$ cat config.mk
export PLATFORM = sky130hd
export DESIGN_NAME = tfvs_alu
export DESIGN_NICKNAME = d
export VERILOG_FILES = /design/src/hw/rtl/tfvs_pkg.sv /design/src/hw/rtl/tfvs_alu.sv
export SDC_FILE = /design/constraint.sdc
export NUM_CORES = 2
export LEC_CHECK = 0
export BUFFER_PORTS_ARGS = -buffer_cell sky130_fd_sc_hd__buf_2
export CORE_MARGIN = 3
export CORE_UTILIZATION = 65
export DETAILED_ROUTE_END_ITERATION = 12
export PLACE_DENSITY = 0.83
export SETUP_SLACK_MARGIN = 0.15
export SLEW_MARGIN = 0
export SYNTH_ARGS = -nofsm -noshare
export SYNTH_HDL_FRONTEND = slang
export SYNTH_SLANG_ARGS = --single-unit
$ cat constraint.sdc
create_clock -name clk -period 7.55 [get_ports clk]
set_input_delay 0.755 -clock clk [delete_from_list [all_inputs] [get_ports clk]]
set_output_delay 0.755 -clock clk [all_outputs]
set_load 0.02 [all_outputs]
$ cat src/hw/rtl/tfvs_pkg.sv
// Shared types, constants and saturation helpers for the terrain flow velocity block.
// Used by tfvs_alu and terrain_flow_velocity_shear; depends on nothing.
package tfvs_pkg;

	localparam int FRAC_BITS  = 16;
	localparam int WORD_W     = 32;
	localparam int ACC_W      = 47;
	localparam int CR_TOP_BIT = 21;

	localparam logic [30:0] WMAX    = 31'h7FFF_FFFF;
	localparam logic [46:0] ACC_MAX = {ACC_W{1'b1}};
	localparam logic [30:0] ONE_Q   = 31'(64'd1 << FRAC_BITS);
	localparam logic [31:0] RHO_G   = 32'd9810;

	typedef enum logic [1:0] {
		ALU_MUL,
		ALU_DIV,
		ALU_SQRT
	} alu_op_t;

	typedef struct packed {
		logic    start;
		alu_op_t op;
	} alu_req_t;

	typedef struct packed {
		logic done;
	} alu_rsp_t;

	typedef enum logic [4:0] {
		ST_IDLE,
		ST_ZX,
		ST_ZY,
		ST_G,
		ST_H,
		ST_SIN,
		ST_Z4,
		ST_INV,
		ST_CR_SQ,
		ST_CR_CUB,
		ST_HH,
		ST_COEF,
		ST_VX_M,
		ST_VX_D,
		ST_VY_M,
		ST_VY_D,
		ST_SPX,
		ST_SPY,
		ST_SP,
		ST_SH_M,
		ST_SH_K,
		ST_RATIO,
		ST_SHSQ,
		ST_P,
		ST_SRC,
		ST_SIG_M,
		ST_SIG_D,
		ST_CSQ,
		ST_CONV,
		ST_ACC,
		ST_FIN
	} st_t;

	function automatic logic [30:0] sat31(input logic [63:0] v);
		return (v > 64'(WMAX)) ? WMAX : v[30:0];
	endfunction

	function automatic logic [46:0] sat47(input logic [47:0] v);
		return (v > 48'(ACC_MAX)) ? ACC_MAX : v[46:0];
	endfunction

	// magnitude limited to the signed word range for the given sign
	function automatic logic [31:0] sat_mag(input logic [63:0] q, input logic neg);
		logic [31:0] lim_neg;
		lim_neg = 32'h8000_0000;
		if (neg)
			return (q > 64'(lim_neg)) ? lim_neg : q[31:0];
		return {1'b0, sat31(q)};
	endfunction

endpackage

$ cat src/hw/rtl/tfvs_alu.sv
// Shared arithmetic unit: 32x32 multiply, 64-step restoring divide,
// 32-step restoring square root. Depends on tfvs_pkg.
module tfvs_alu (
	input  logic              clk,
	input  logic              arst_n,
	input  tfvs_pkg::alu_req_t req,
	input  logic [63:0]       opa,
	input  logic [63:0]       opb,
	output tfvs_pkg::alu_rsp_t rsp,
	output logic [63:0]       result
);
	import tfvs_pkg::*;

	logic        busy_q;
	logic        done_q;
	alu_op_t     op_q;
	logic [5:0]  cnt_q;
	logic [64:0] rem_q;
	logic [63:0] work_q;
	logic [63:0] quo_q;
	logic [63:0] dvs_q;
	logic [63:0] res_q;

	logic [64:0] rem_n;
	logic [63:0] work_n;
	logic [63:0] quo_n;
	logic [5:0]  last;
	logic [64:0] dsh;
	logic [35:0] ssh;
	logic [35:0] trial;
	logic        ge;

	always_comb begin
		dsh    = {rem_q[63:0], work_q[63]};
		ssh    = {rem_q[33:0], work_q[63:62]};
		trial  = {2'b00, quo_q[31:0], 2'b01};
		rem_n  = rem_q;
		work_n = work_q;
		ge     = 1'b0;
		last   = 6'd63;
		case (op_q)
			ALU_DIV: begin
				ge     = dsh >= {1'b0, dvs_q};
				rem_n  = ge ? (dsh - {1'b0, dvs_q}) : dsh;
				work_n = {work_q[62:0], 1'b0};
				last   = 6'd63;
			end
			ALU_SQRT: begin
				ge     = ssh >= trial;
				rem_n  = {29'd0, (ge ? (ssh - trial) : ssh)};
				work_n = {work_q[61:0], 2'b00};
				last   = 6'd31;
			end
			default: begin
				ge = 1'b0;
			end
		endcase
		quo_n = {quo_q[62:0], ge};
	end

	always_ff @(posedge clk or negedge arst_n) begin
		if (!arst_n) begin
			busy_q <= 1'b0;
			done_q <= 1'b0;
			op_q   <= ALU_MUL;
			cnt_q  <= '0;
		end else begin
			done_q <= 1'b0;
			if (req.start) begin
				op_q   <= req.op;
				cnt_q  <= '0;
				busy_q <= (req.op != ALU_MUL);
				done_q <= (req.op == ALU_MUL);
			end else if (busy_q) begin
				cnt_q <= cnt_q + 6'd1;
				if (cnt_q == last) begin
					busy_q <= 1'b0;
					done_q <= 1'b1;
				end
			end
		end
	end

	always_ff @(posedge clk) begin
		if (req.start) begin
			work_q <= opa;
			dvs_q  <= opb;
			rem_q  <= '0;
			quo_q  <= '0;
			if (req.op == ALU_MUL)
				res_q <= opa[31:0] * opb[31:0];
		end else if (busy_q) begin
			work_q <= work_n;
			rem_q  <= rem_n;
			quo_q  <= quo_n;
			if (cnt_q == last)
				res_q <= quo_n;
		end
	end

	assign rsp.done = done_q;
	assign result   = res_q;

endmodule

# Word-level counts from Yosys, hierarchy flattened
# Cells that the tools add are included.
[totals]
latch_bits = 0
ram_bits = 0
n_memories = 0
reg_bits = 329
out_inout_bits = 65
romBits = 0
[classes]
multipliers = 1
bitwise = 0
shift = 0
addsub = 3
muxes = 20
n_div = 0
magnitude_cmp = 2
n_eq_ne = 4
reduce_logical = 9
[ops]
columns = ["cell", "count"]
rows = [
  ["$mux 64", 7],
  ["$pmux 64 s2", 2],
  ["$ge 65x64->1", 1],
  ["$mul 32x32->64", 1],
  ["$sub 64x64->64", 1],
  ["$ge 36x34->1", 1],
  ["$mux 36", 1],
  ["$sub 36x34->36", 1],
  ["$mux 6", 3],
  ["$reduce_bool 2->1", 4],
  ["$add 6x1->6 const B", 1],
  ["$eq 6x6->1", 1],
  ["$mux 1", 6],
  ["$reduce_and 2->1", 2],
  ["$reduce_and 3->1", 1],
  ["$reduce_bool 3->1", 1],
  ["$eq 2x1->1 const B", 1],
  ["$eq 2x2->1 const B", 1],
  ["$logic_not 2->1", 1],
  ["$ne 2x1->1 const B", 1],
  ["$pmux 1 s2", 1],
]

# Logic depth before layout (Yosys ltp)
[depth]
word_depth = 6
depth_mapped = 29

# Worst setup path before layout
# Ideal clock, no wire load.
[synth_timing]
path_type = "input-to-reg"
startpoint = "input opb[8]"
endpoint = "register res_q[60], in the netlist result[60] (data pin)"
path_stages = 25
setup_ns = 0.260
arrival_ns = 7.653
path_slack_ns = -0.363
n_path_buf = 2
path_cell_list = "clkbuf_1 and2_1 fa_1 fa_1 inv_1 fa_1 fa_1 fa_1 inv_1 fa_1 fa_1 fa_1 ha_1 clkbuf_1 nand4_1 or3_1 nor4_1 a211oi_1 a21oi_1 o21ai_1 o21a_1 o31ai_1 a31oi_1 xnor2_1 mux2_2"
[synth_between]
elab_chain_cells = 3
[synth_lines]
columns = ["element", "line_no", "source"]
rows = [
  ["start, declared", "tfvs_alu.sv:8", "input logic [63:0] opb,"],
  ["$mul 32x32->64", "tfvs_alu.sv:91", "res_q <= opa[31:0] * opb[31:0];"],
  ["$mux 64", "tfvs_alu.sv:90", "if (req.op == ALU_MUL)"],
  ["$mux 64", "tfvs_alu.sv:85", "if (req.start) begin"],
  ["end signal, assigned", "tfvs_alu.sv:91", ""],
  ["end signal, assigned", "tfvs_alu.sv:97", "res_q <= quo_n;"],
  ["end, declared", "tfvs_alu.sv:22", "logic [63:0] res_q;"],
]
# Every way passes these cells. The select of a mux whose other input is x is not followed.
# A chain may end at the register's enable or synchronous reset.

# Final worst setup path
[layout_timing]
startpoint = "input opb[5]"
endpoint = "register res_q[57], in the netlist result[57] (data pin)"
# The elaborated chain is that of the path after synthesis.

==> metrics.cfg <==
[floorplan]
start_util_pct=65.77
io_pins=198
die_area_um2=85100
fp.dieH_um=291.7
coreArea_um2=80680
die_w_um=291.7
rows=104

[sta]
max_freq_ghz=0.1315
slew_viol_final=0
fin_worst_skew_ns=0.04367
finalCriticalPeriod_ns=7.602
setup_viol_count_final=5
fin_ws_ns=-0.05233
hold_viol_final=0
rsz0062_at_grt=true
worst_slew_pin_slew_ns=1.114
slew_headroom_pct=25.67
fin_crit_sh_pct=100.7

[synth]
syn-instance-count=5811
synth_area_per_cell_um2=9.131
ys_types=93
synth-seq-area-share_pct=16.13
synth_nets=7205
synth-edff-count=192
syn-cell-area_um2=53060
synth_ff_type=edfxtp_1
yosysWarnings=0
ys_seq_elements=329
ys_async_sr_fraction_pct=3.040

[run_status]
violations=negative setup slack
status=complete, but fails checks

[route]
met3_wirelength_um=14310
wl_um=159500
drc=0
wl_met1_um=58960
avgRoutedWirePerCell_um=22.03
vias=43860
dr.max_layer_used=met5
drt_iter0_markers=3728
drt.antenna.violating_nets=0
wl_met2_um=75190
viasPerCell=6.061
dr.pass1.iters=9

[clock_network]
worstSkewPairLatency_ns=0.59
cts.clk_slew.worst_paths_ns=0.07
htree_levels=2
clockRootBuffer=clkbuf_16
cts_tree=built
holdBufCountCts=0
clkSinkCount=329
clk_path_buf_depth=3
cts_buffers=36

[critical_path]
worstSetupPathType=in2reg
startpoint_type=input port
worst_ep_arrival_time_ns=7.90
crit_path_end=result[57]
r2r_cells=13
end_kind=flip-flop
rrSetupSlack_ns=2.64
cp.required_ns=7.85
r2r-start=rem_q[7]
cpPeakStageDelay_ns=0.57
crit_slowest_cell=fa_2
r2r_end=rem_q[18]
crit_fanout=8
crit_start=opb[5]

[global_route]
grt_max_degree=107
grt_pass1_wl_um=248900
gr-usage-all-layers_pct=37.14
grt_pass1_vias=46290
antenna_found_initial=9
grt-ovfl-total=0

[worst_hold_path]
hold_path.class=in2async

[finish]
nets=7536
fin_util_pct=75.38
most-common-layout-cells=969 x inv_1, 860 x fa_1, 678 x nand2_1
drive_gt1_share_pct=15.58
syn_to_final_growth_pct=14.61
final_common_cell=inv_1
fin_area_um2=60810

[placement]
hpwl_um=124000
gp_congestion=0.9706
port_buffers=197
place_ws_ns=-1.151
placed_area_um2=57390

[run]
cap_violations=0

cells in the mapped netlist (all sizes together), types with 7 or more instances:
cell	instances	area share, %
a31oi	21	0.25
a22o	9	0.15
dfrtp	10	0.47
fa	897	34
nor2b	22	0.26
clkbuf	313	2.2
or3	10	0.13
and3	19	0.22
a211oi	24	0.36
inv	983	7.0
nor2	211	1.5
nor3	30	0.29
and4	7	0.12
a21oi	230	2.2
a221oi	7	0.13
and2	602	7.1
buf	36	0.44
a32oi	17	0.28
xor2	61	1.0
o31ai	20	0.29
mux2	29	0.62
nand2b	17	0.20
nand3	42	0.40
o21ai	255	2.4
o211ai	21	0.30
nand2	685	4.9
a21o	99	1.4
o21a	31	0.44
edfxtp	192	11
xnor2	86	1.4
nor4	9	0.12
mux2i	150	2.8
o21bai	26	0.37
o22ai	8	0.094
dfxtp	127	4.8
a21boi	10	0.14
ha	364	8.6
nand4	54	0.65
stage by stage:
step | instances | hold WS (ns) | TNS, ns
2_1_floorplan | 5811 | 0.4480 | -0.1296
3_3_place_gp | 7116 | 0.4637 | -21.32
3_5_place_dp | 7116 | 0.4718 | -25.67
4_1_cts | 7207 | 0.01904 | -0.01934
5_1_grt | 7235 | 0.02757 | -2.117
6_report | 7237 | 0.01928 | -0.2285
worst min path at each step:
stage,from,end,slack [ns],cells after the start
floorplan,rem_q[36],rem_q[36],0.45,2
global placement,rem_q[36],rem_q[36],0.46,2
detailed placement,rem_q[36],rem_q[36],0.47,2
CTS,arst_n,rsp,0.02,1
global route,arst_n,rsp,0.03,1
finish,arst_n,rsp,0.02,1
critical path, delay by kind of cell:
family	cells	cell delay (ns)
AO/OA/AOI/OAI	8	1.23
XOR/XNOR	1	0.19
AND/OR/NAND/NOR	2	0.31
buffers and inverters	9	1.16
adder cells (fa/ha/maj)	9	4.26
state kept, by name, indices dropped and copies added, names as in the netlist:
register and flops:
rsp 1, cnt_q 6, quo_q 63, work_q 64
op_q 2, busy_q 1, result 64, dvs_q 64
rem_q 64
repair_timing:
action | in CTS | in global routing
setup endpoints to repair | 27 | 29
gates cloned | 3 | 3
buffers inserted | 22 | 20
resized for setup | 231 | 169
pin swaps | 98 | 115
routing by layer:
layer	track usage, %	vias to the layer above
li1	-	19020
met1	46.97	21660
met2	60.59	2499
met3	6.853	688
met4	21.18	2
met5	0	-
logic make-up after synthesis:
logic type / share of synthesized area (%)
XOR/XNOR: 2.426
buffers and inverters: 9.609
multiplexers: 3.445
adder cells (fa/ha/maj): 42.43
AND/OR/NAND/NOR: 16.15
AO/OA/AOI/OAI: 9.814
flip-flops: 16.13
cell type report:
type,instances,area [µm²]
clock inverters,16,161.4
clock buffers,50,1090
flip-flops and latches,329,8562
repair buffers,642,5324
diodes,7,17.52
inverters,983,3690
well taps,1060,1326
fillers,5353,19870
multi-input cells,4150,40640
Power is left out: the tool's default activity adds up to more than one toggle a clock period on the data nets, which glitch-free logic cannot reach.
